File: src/sv/sspp_pkg.sv
// servo status packet parser: shared types, codes and constants
// no dependencies; imported by the interfaces and all modules
`timescale 1ns / 1ps
`default_nettype none

package sspp_pkg;

    localparam int BYTE_W   = 8;
    localparam int TICK_W   = 16;
    localparam int EVENT_W  = 3;
    localparam int CFG_IDX_W  = 1;
    localparam int CFG_DATA_W = TICK_W;

    localparam logic [BYTE_W-1:0] HDR_BYTE = 8'hFF;
    localparam logic [BYTE_W-1:0] MIN_LEN  = 8'd2;
    localparam logic [TICK_W-1:0] TICK_MAX = 16'hFFFF;

    localparam logic [BYTE_W-1:0] EXPECTED_ID_RST   = 8'd1;
    localparam logic [TICK_W-1:0] TIMEOUT_TICKS_RST = 16'd3000;

    typedef enum logic [CFG_IDX_W-1:0] {
        CFG_EXPECTED_ID   = 1'b0,
        CFG_TIMEOUT_TICKS = 1'b1
    } cfg_index_t;

    typedef enum logic [EVENT_W-1:0] {
        EV_PARAM   = 3'd0,
        EV_GOOD    = 3'd1,
        EV_HEADER  = 3'd2,
        EV_ID      = 3'd3,
        EV_CSUM    = 3'd4,
        EV_TIMEOUT = 3'd5
    } event_t;

    typedef enum logic [6:0] {
        PH_HDR1   = 7'b0000001,
        PH_HDR2   = 7'b0000010,
        PH_ID     = 7'b0000100,
        PH_LEN    = 7'b0001000,
        PH_STATUS = 7'b0010000,
        PH_PARAM  = 7'b0100000,
        PH_CSUM   = 7'b1000000
    } phase_t;

    typedef struct packed {
        logic              mode;
        logic [BYTE_W-1:0] rx_byte;
    } item_t;

    typedef struct packed {
        event_t            event_res;
        logic [BYTE_W-1:0] data_byte;
        logic [BYTE_W-1:0] param_index;
        logic [BYTE_W-1:0] servo_error;
        logic [BYTE_W-1:0] param_count;
        logic              last;
    } result_t;

    typedef struct packed {
        logic [BYTE_W-1:0] expected_id;
        logic [TICK_W-1:0] timeout_ticks;
    } cfg_t;

endpackage

`default_nettype wire

File: src/sv/sspp_core.sv
// packet state registers and the one-step parse logic
// depends on sspp_pkg
`timescale 1ns / 1ps
`default_nettype none

module sspp_core
    import sspp_pkg::*;
(
    input  wire logic    clk,
    input  wire logic    rst_n,
    input  wire logic    step_valid,
    input  wire item_t   step_item,
    input  wire cfg_t    cfg,
    output logic         res_valid,
    output result_t      res
);

    phase_t            phase_reg, phase_next;
    logic              first_ok_reg, first_ok_next;
    logic [BYTE_W-1:0] sum_reg, sum_next;
    logic [BYTE_W-1:0] left_reg, left_next;
    logic [BYTE_W-1:0] seen_reg, seen_next;
    logic [BYTE_W-1:0] status_reg, status_next;
    logic [TICK_W-1:0] idle_reg, idle_next;

    logic [TICK_W-1:0] idle_inc;
    logic [BYTE_W-1:0] rx_b;
    logic [BYTE_W-1:0] left_dec;
    logic [BYTE_W-1:0] csum_expect;
    event_t            ev;
    logic              emit;
    logic              ends;

    assign rx_b        = step_item.rx_byte;
    assign idle_inc    = (idle_reg == TICK_MAX) ? idle_reg : idle_reg + 1'b1;
    assign left_dec    = left_reg - 1'b1;
    assign csum_expect = HDR_BYTE - sum_reg;

    always_comb
    begin
        phase_next    = phase_reg;
        first_ok_next = first_ok_reg;
        sum_next      = sum_reg;
        left_next     = left_reg;
        seen_next     = seen_reg;
        status_next   = status_reg;
        idle_next     = idle_reg;
        emit          = 1'b0;
        ends          = 1'b0;
        ev            = EV_PARAM;

        if (step_valid)
        begin
            if (step_item.mode)
            begin
                if (phase_reg != PH_HDR1)
                begin
                    idle_next = idle_inc;
                    if (idle_inc >= cfg.timeout_ticks)
                    begin
                        emit = 1'b1;
                        ends = 1'b1;
                        ev   = EV_TIMEOUT;
                    end
                end
            end
            else
            begin
                idle_next = '0;
                case (phase_reg)
                    PH_HDR1:
                    begin
                        first_ok_next = (rx_b == HDR_BYTE);
                        sum_next      = '0;
                        left_next     = '0;
                        seen_next     = '0;
                        status_next   = '0;
                        phase_next    = PH_HDR2;
                    end
                    PH_HDR2:
                    begin
                        if (!first_ok_reg || rx_b != HDR_BYTE)
                        begin
                            emit = 1'b1;
                            ends = 1'b1;
                            ev   = EV_HEADER;
                        end
                        else
                        begin
                            phase_next = PH_ID;
                        end
                    end
                    PH_ID:
                    begin
                        if (rx_b != cfg.expected_id)
                        begin
                            emit = 1'b1;
                            ends = 1'b1;
                            ev   = EV_ID;
                        end
                        else
                        begin
                            sum_next   = sum_reg + rx_b;
                            phase_next = PH_LEN;
                        end
                    end
                    PH_LEN:
                    begin
                        sum_next   = sum_reg + rx_b;
                        left_next  = (rx_b >= MIN_LEN) ? rx_b - MIN_LEN : '0;
                        phase_next = PH_STATUS;
                    end
                    PH_STATUS:
                    begin
                        sum_next    = sum_reg + rx_b;
                        status_next = rx_b;
                        phase_next  = (left_reg != '0) ? PH_PARAM : PH_CSUM;
                    end
                    PH_PARAM:
                    begin
                        sum_next  = sum_reg + rx_b;
                        seen_next = seen_reg + 1'b1;
                        left_next = left_dec;
                        if (left_dec == '0)
                        begin
                            phase_next = PH_CSUM;
                        end
                        emit = 1'b1;
                        ev   = EV_PARAM;
                    end
                    PH_CSUM:
                    begin
                        emit = 1'b1;
                        ends = 1'b1;
                        ev   = (csum_expect == rx_b) ? EV_GOOD : EV_CSUM;
                    end
                    default:
                    begin
                        phase_next = PH_HDR1;
                    end
                endcase
            end
            if (ends)
            begin
                phase_next = PH_HDR1;
            end
        end
    end

    assign res_valid       = emit;
    assign res.event_res   = ev;
    assign res.data_byte   = (ev == EV_PARAM) ? rx_b : '0;
    assign res.param_index = (ev == EV_PARAM) ? seen_reg : '0;
    assign res.servo_error = status_next;
    assign res.param_count = seen_next;
    assign res.last        = ends;

    always_ff @(posedge clk or negedge rst_n)
    begin
        if (!rst_n)
        begin
            phase_reg    <= PH_HDR1;
            first_ok_reg <= 1'b0;
            sum_reg      <= '0;
            left_reg     <= '0;
            seen_reg     <= '0;
            status_reg   <= '0;
            idle_reg     <= '0;
        end
        else
        begin
            phase_reg    <= phase_next;
            first_ok_reg <= first_ok_next;
            sum_reg      <= sum_next;
            left_reg     <= left_next;
            seen_reg     <= seen_next;
            status_reg   <= status_next;
            idle_reg     <= idle_next;
        end
    end

    a_phase_onehot: assert property (@(posedge clk) disable iff (!rst_n)
        $onehot(phase_reg))
        else $error("parse phase not one-hot");

    a_timeout_not_in_search: assert property (@(posedge clk) disable iff (!rst_n)
        (res_valid && res.event_res == EV_TIMEOUT) |-> (phase_reg != PH_HDR1))
        else $error("timeout raised during header search");

    a_end_returns_to_search: assert property (@(posedge clk) disable iff (!rst_n)
        (res_valid && res.last) |=> (phase_reg == PH_HDR1))
        else $error("packet end did not return to header search");

    a_param_not_last: assert property (@(posedge clk) disable iff (!rst_n)
        (res_valid && res.event_res == EV_PARAM) |-> (!res.last && phase_reg == PH_PARAM))
        else $error("parameter event outside parameter phase or marked last");

endmodule

`default_nettype wire

File: config.mk
export PLATFORM = sky130hd
export DESIGN_NAME = sspp_core
export DESIGN_NICKNAME = d
export VERILOG_FILES = /design/src/sv/sspp_pkg.sv /design/src/sv/sspp_core.sv
export SDC_FILE = /design/constraint.sdc
export NUM_CORES = 1
export LEC_CHECK = 0
export ABC_AREA = 1
export ABC_CLOCK_PERIOD_IN_PS = 3800
export BUFFER_PORTS_ARGS = -buffer_cell sky130_fd_sc_hd__buf_2
export CORE_MARGIN = 1
export CORE_UTILIZATION = 40
export DETAILED_ROUTE_END_ITERATION = 8
export PLACE_DENSITY = 0.58
export SETUP_SLACK_MARGIN = 0.5
export SYNTH_ARGS = -nofsm -noshare
export SYNTH_HDL_FRONTEND = slang
export SYNTH_SLANG_ARGS = --single-unit
File: constraint.sdc
create_clock -name clk -period 3.8 [get_ports clk]
set_input_delay 0.19 -clock clk [delete_from_list [all_inputs] [get_ports clk]]
set_output_delay 0.19 -clock clk [all_outputs]
set_load 0.05 [all_outputs]
==> results.json, run 1 <==
{
  "status": "completed",
  "cts.sinks": 56,
  "syn_avg_cell_area_um2": 7.020,
  "gp_congestion": 0.9142,
  "fin_crit_sh_pct": 94.30,
  "max_slew_margin_pct": 49.45,
  "critical_path_class": "flip-flop to output pin",
  "synth_warnings": 0,
  "cts_made_buffers": 5,
  "io_pins": 73,
  "route.detailed.drc": 0,
  "hold_ws_ns": 0.009582,
  "ys_seq_area_share_pct": 32.12,
  "fmax_mhz": 279.1,
  "ir_drop_v": 0.0002100,
  "area_growth_pct": 26.56,
  "worstMarginPinSlew_ns": 0.7583,
  "worst_ep_arrival_time_ns": 3.39,
  "multi_input_area_um2": 2740,
  "period_needed_ns": 3.584,
  "diodes": 0,
  "drtAntennaViolNets": 0,
  "largest_register_ffs": 16,
  "ys_types": 46,
  "vias": 4323,
  "placementRows": 37,
  "clk_pin_slew_worst_paths_ns": 0.10,
  "wl_per_cell_um": 14.21,
  "grt_pass1_wl_um": 20150,
  "clk_latency_ns": 0.32,
  "fp.dieW_um": 106.5,
  "detail_route.first_pass.iterations": 5,
  "cts_tree": "yes",
  "worstPathRequired_ns": 3.61,
  "timing.final.hold_violations": 0,
  "synth_seq_cells": 56,
  "via_per_inst": 5.062,
  "syn_nets": 688,
  "crit_fanout": 5,
  "rsz0062_at_grt": "true",
  "leakagePower_nw": 2.925,
  "final_common_cell": "nand2_1",
  "min_path_type": "input port to async pin",
  "start_util_pct": 41.74,
  "start_kind": "flip-flop",
  "portBuffers": 72,
  "drv_cap": 0,
  "htreeDepth": 2,
  "root_buffer": "clkbuf_8",
  "core_area_um2": 10460,
  "grt_pass1_vias": 4237,
  "synthCells": 622,
  "tns_ns": 0,
  "dp_hpwl_um": 8671,
  "drt_iter0_markers": 215,
  "dpl.cell_count": 824,
  "synth_async_sr_flop_share_pct": 100.0,
  "setup_viol": 0,
  "cp-end-kind": "output pin",
  "seq_area_um2": 1403,
  "slew_violations": 0,
  "grt_max_degree": 57,
  "grt_overflow": 0,
  "power_density_nw_per_um2": 405.0,
  "antenna_found_initial": 0,
  "die_h_um": 106.5,
  "synth_edf_count": 0,
  "nets": 784,
  "die_area_um2": 11340,
  "stdcell_count": 854,
  "nFillCells": 1042,
  "drive_gt1_share_pct": 25.91,
  "finClkSkew_ns": 0.009861,
  "synth_top_flop_cell": "dfrtp_1",
  "most-common-layout-cells": "nand2_1, inv_1, dfrtp_1",
  "cts_buffer_depth": 2,
  "wl_um": 12140,
  "grt_usage_pct": 22.48,
  "syn-cell-area_um2": 4367
}
cells by family after synthesis:
logic type,count (synthesis),share of synthesized area (%)
AND/OR/NAND/NOR,309,32.44
XOR/XNOR,23,4.613
AO/OA/AOI/OAI,88,11.60
adder cells (fa/ha/maj),30,8.768
flip-flops,56,32.12
buffers and inverters,116,10.46
final cells by class:
type                            count  area share [%]
Multi-Input combinational cell    450           49.58
Sequential cell                    56           25.38
Timing Repair Buffer               95           12.47
Inverter                          108           7.584
Tap cell                          136           3.079
Clock buffer                        6           1.313
Timing Repair inverter              2          0.4981
Clock inverter                      1         0.09056
cell usage after synthesis (2+ instances only):
| cell | instances | area, um^2 |
|---|---|---|
| nor3_1 | 10 | 50.05 |
| a21oi_1 | 17 | 85.08 |
| nand3_1 | 51 | 255.2 |
| nor4_1 | 2 | 12.51 |
| dfrtp_1 | 55 | 1376 |
| nand2_2 | 6 | 37.54 |
| nand3_2 | 2 | 20.02 |
| buf_2 | 3 | 15.01 |
| a21oi_2 | 2 | 17.52 |
| inv_1 | 95 | 356.6 |
| inv_2 | 11 | 41.29 |
| nor2_1 | 52 | 195.2 |
| o22ai_1 | 9 | 56.30 |
| ha_1 | 29 | 362.9 |
| nor2_2 | 13 | 81.33 |
| nand4_1 | 18 | 112.6 |
| o21bai_1 | 2 | 15.01 |
| or2_2 | 2 | 12.51 |
| buf_4 | 2 | 15.01 |
| o21ai_1 | 17 | 85.08 |
| o32ai_1 | 3 | 26.28 |
| a22oi_1 | 2 | 15.01 |
| o21ai_0 | 29 | 145.1 |
| clkbuf_1 | 2 | 7.510 |
| xor2_1 | 16 | 140.1 |
| xnor2_1 | 7 | 61.31 |
| nand2_1 | 146 | 548.0 |
worst max-delay path: stages, from the launching register on:
cell      delay (ns)
dfrtp_1         0.37
ha_2            0.19
nand2_2         0.09
nor2_4          0.11
nand4_1         0.14
nor2_1          0.16
nand3_2         0.14
buf_4           0.17
nand3_1         0.07
o21ai_0         0.14
inv_1           0.09
ha_1            0.22
nand2_1         0.07
inv_1           0.04
a21boi_1        0.17
nand2_2         0.11
nand2_4         0.09
a21oi_4         0.07
buf_12          0.15
nand2_8         0.14
inv_12          0.07
nor2_4          0.12
buf_8           0.16
timing repair:
| action | CTS | global route |
|---|---|---|
| hold buffers | 0 | 0 |
| gates cloned | 2 | 0 |
| resized for setup | 89 | 25 |
| setup endpoints to repair | 27 | 27 |
| buffers inserted | 16 | 5 |
| pin swaps | 16 | 12 |
per-stage QoR:
stage | setup slack [ns] | utilization, % | cell area, um^2 | power (mW)
after floorplan | 0.4909 | - | 4367 | 1.517
after global placement | 0.2651 | 46.48 | 4863 | 1.729
after detailed placement | 0.1262 | 46.48 | 4863 | 1.750
after CTS | 0.2727 | 51.48 | 5386 | 2.206
after global routing | 0.03312 | 52.82 | 5527 | 2.430
final | 0.2164 | 52.82 | 5527 | 2.238
power breakdown:
group          switching, mW  internal (mW)
clock network          0.204          0.126
logic                  0.730          0.412
registers             0.0741          0.692
per-layer routing:
layer / track usage, % / share of wire [%] / up-vias
li1: - / - / 2206
met1: 28.81 / 46 / 2004
met2: 39.10 / 48 / 100
met3: 3.433 / 4.4 / 13
met4: 6.360 / 1.3 / 0
met5: 0 / 0 / -
path summary, 6_finish.rpt:
check | to | start | slack (ns) | cells past startpoint
setup / recovery | res[32] | idle_reg[1]$_DFFE_PN0P_ | 0.22 | 22
min in group clk | idle_reg[9]$_DFFE_PN0P_ | step_valid | 0.26 | 4
max in group asynchronous | seen_reg[7]$_DFF_PN0_ | rst_n | 3.29 | 2
hold reg to reg | sum_reg[2]$_DFFE_PN0P_ | sum_reg[2]$_DFFE_PN0P_ | 0.49 | 2
hold / removal | sum_reg[4]$_DFFE_PN0P_ | rst_n | 0.01 | 2
setup reg to reg | phase_reg[1]$_DFFE_PN0P_ | idle_reg[1]$_DFFE_PN0P_ | 0.54 | 24
No activity file was read; power rests on OpenSTA's default activity.
==> run 2, diff against run 1 <==
- ABC_AREA: 1 -> not set
==> results.json, run 2 <==
{
  "yosys.area_share.simple_pct": 21.41,
  "syn-cell-area_um2": 4300,
  "cts_buffer_depth": 2,
  "place_worst_setup_slack_ns": 0.06486,
  "grt_pass1_wl_um": 19130,
  "worstMarginPinSlew_ns": 0.8907,
  "max_slew_margin_pct": 40.11,
  "fp.dieW_um": 105.7,
  "slew_violations": 0,
  "root_buffer": "clkbuf_8",
  "via_per_inst": 5.543,
  "synth_top_flop_cell": "dfrtp_1",
  "syn_avg_cell_area_um2": 8.741,
  "antenna_found_initial": 0,
  "setup_viol": 0,
  "nFillCells": 1007,
  "portBuffers": 72,
  "detail_route.first_pass.iterations": 5,
  "grt_pass1_vias": 3877,
  "placementRows": 37,
  "path_delay_family": "simple AND/OR/NAND/NOR gates",
  "wl_per_cell_um": 15.90,
  "cts_made_buffers": 5,
  "synthXorXnorAreaFrac_pct": 6.314,
  "cts_tree": "yes",
  "period_needed_ns": 3.689,
  "worstPathRequired_ns": 3.61,
  "crit_fanout": 17,
  "core_area_um2": 10370,
  "io_pins": 73,
  "diodes": 0,
  "largest_register_ffs": 16,
  "synth_seq_cells": 56,
  "htreeDepth": 2,
  "status": "completed",
  "synth_commonest_cells": "dfrtp_1, nand2_1, nor2_1",
  "dp_hpwl_um": 8172,
  "grt_overflow": 0,
  "cp-end-kind": "output pin",
  "most-common-layout-cells": "dfrtp_1, buf_2, nand2_1",
  "grt_usage_pct": 21.30,
  "grt_max_degree": 35,
  "wl_um": 11370,
  "post-synth-top-count-cell": "dfrtp_1",
  "synth_edf_count": 0,
  "route.detailed.drc": 0,
  "syn_nets": 558,
  "drtAntennaViolNets": 0,
  "synthAdderAreaFrac_pct": 8.903,
  "fmax_mhz": 271.1,
  "synth_top_family_by_area": "simple AND/OR/NAND/NOR gates",
  "synth_compound_area_share_pct": 20.72,
  "ys_seq_area_share_pct": 32.62,
  "worst_path_largest_cell_delay_ns": 0.38,
  "critPathBufInv": 3,
  "setup_slack_ns": 0.1109,
  "clk_latency_ns": 0.32,
  "fin_crit_sh_pct": 97.08,
  "drive_gt1_share_pct": 30.22,
  "start_util_pct": 41.47,
  "start_kind": "flip-flop",
  "critical_path_class": "flip-flop to output pin",
  "final_common_cell": "dfrtp_1",
  "die_h_um": 105.7,
  "drv_cap": 0,
  "power_density_nw_per_um2": 473.8,
  "path_cells": "and4_4 > and4_4 > buf_6 > and3_4 > nor3b_4 > xor2_1 > ha_1 > nand2_2 > nor4_4 > o2111ai_4 > a31oi_4 > a21oi_4 > buf_12 > and2_2 > buf_6",
  "die_area_um2": 11170,
  "synthCells": 492,
  "timing.final.hold_violations": 0,
  "synth_async_sr_flop_share_pct": 100.0,
  "cts.sinks": 56,
  "cp_slowest_cell": "dfrtp_1",
  "drt_iter0_markers": 157,
  "synth_area_leaders": "dfrtp_1, ha_1, a22o_1",
  "yosysTopAreaCellShare_pct": 32.00,
  "finClkSkew_ns": 0.01548,
  "ir_drop_v": 0.0002615,
  "rsz0062_at_grt": "true",
  "nets": 644,
  "ys_types": 61,
  "vias": 3963,
  "synthMuxAreaShare_pct": 5.412,
  "area_growth_pct": 28.34,
  "leakagePower_nw": 2.646,
  "yosysTopAreaCell": "dfrtp_1",
  "gp_congestion": 0.8410,
  "power_mw": 2.615,
  "clk_pin_slew_worst_paths_ns": 0.11,
  "min_path_type": "input port to flip-flop",
  "worst_ep_arrival_time_ns": 3.50,
  "synth_warnings": 0
}
==> run 2: cell count changes after synthesis, moves of 13 or more <==
cell | before | now
nand2_1 | 146 | 41
inv_1 | 95 | 27
nand3_1 | 51 | 13
a22o_1 | 0 | 24
and2_1 | 1 | 19
nor2_1 | 52 | 36
o21ai_1 | 17 | 2
clkbuf_1 | 2 | 16
nor2_2 | 13 | 0
xnor2_1 | 7 | 20
==> run 2: final cells by class <==
type / count / area, um^2 / share of cell area, %
clock inverters: 2 / 38.79 / 0.7028
multi-input cells: 386 / 2972 / 53.84
repair buffers: 102 / 760.7 / 13.78
clock buffers: 6 / 72.57 / 1.315
flip-flops and latches: 56 / 1404 / 25.44
well taps: 136 / 170.2 / 3.083
inverters: 27 / 101.3 / 1.836
==> run 2: timing repair <==
| item | 4_1_cts | 5_1_grt |
|---|---|---|
| setup endpoints to repair | 27 | 31 |
| endpoints found under the hold margin | 33 | 0 |
| buffers inserted | 14 | 0 |
| cloned | 0 | 0 |
| hold buffers | 1 | 0 |
| pin swaps | 9 | 6 |
| resized for setup | 74 | 10 |
==> run 2: cell families (layout without fill, tap and decap cells) <==
logic type                 after synthesis  in the layout
adders and majority gates               30             30
buffers and inverters                   50            137
AOI/OAI and AO/OA                      128            128
DFF                                     56             56
muxes                                   22             22
xor gates and xnor gates                31             31
and+or+nand+nor                        175            175
==> run 2: worst reg2reg max path, cell delays in order, from the launching register on <==
cell and delay, ns:
dfrtp_1 0.38, and4_4 0.24, and4_4 0.25, buf_6 0.13
and3_4 0.27, xor2_1 0.17, ha_1 0.24, nand2b_4 0.13
a2111o_1 0.45, o2111ai_4 0.11, a31oi_4 0.15, buf_6 0.14
buf_6 0.12, buf_6 0.11, a21oi_4 0.17, buf_4 0.17
mux2_4 0.29
==> run 2: path summary, 6_finish.rpt <==
path                                    startpoint                        to  slack [ns]  cells after the start
max                        idle_reg[6]$_DFFE_PN0P_                   res[27]        0.11                     15
min                                   step_item[8]   idle_reg[2]$_DFFE_PN0P_        0.25                      3
max reg2reg                idle_reg[6]$_DFFE_PN0P_  phase_reg[2]$_DFFE_PN0P_        0.19                     16
min reg2reg                  seen_reg[7]$_DFF_PN0_     seen_reg[7]$_DFF_PN0_        0.50                      1
max in group asynchronous                    rst_n  phase_reg[0]$_DFFE_PN1P_        2.46                      3
min in group asynchronous                    rst_n     seen_reg[3]$_DFF_PN0_        0.48                      2
==> run 2: report_power, final <==
part,internal [mW],switching (mW)
registers,0.712,0.106
clock network,0.200,0.215
logic,0.609,0.774
total,1.52,1.09
==> run 2: metrics by stage <==
step	TNS, ns	utilization, %	area, um^2	cells	hold WS, ns
after floorplan	0	-	4413	492	-0.1056
after global placement	0	47.78	4955	692	0.3270
after detailed placement	0	47.78	4955	692	0.3401
after CTS	0	52.84	5479	715	0.2379
after global routing	-0.8069	53.22	5519	715	0.2531
final	0	53.22	5519	715	0.2453
==> run 2: metal layers <==
layer / vias up / part of all wire [%] / global-route usage (%)
li1: 1956 / - / -
met4: 0 / 0.85 / 4.464
met3: 8 / 4.5 / 2.659
met2: 108 / 46 / 34.59
met5: - / 0 / 0
met1: 1891 / 49 / 30.28
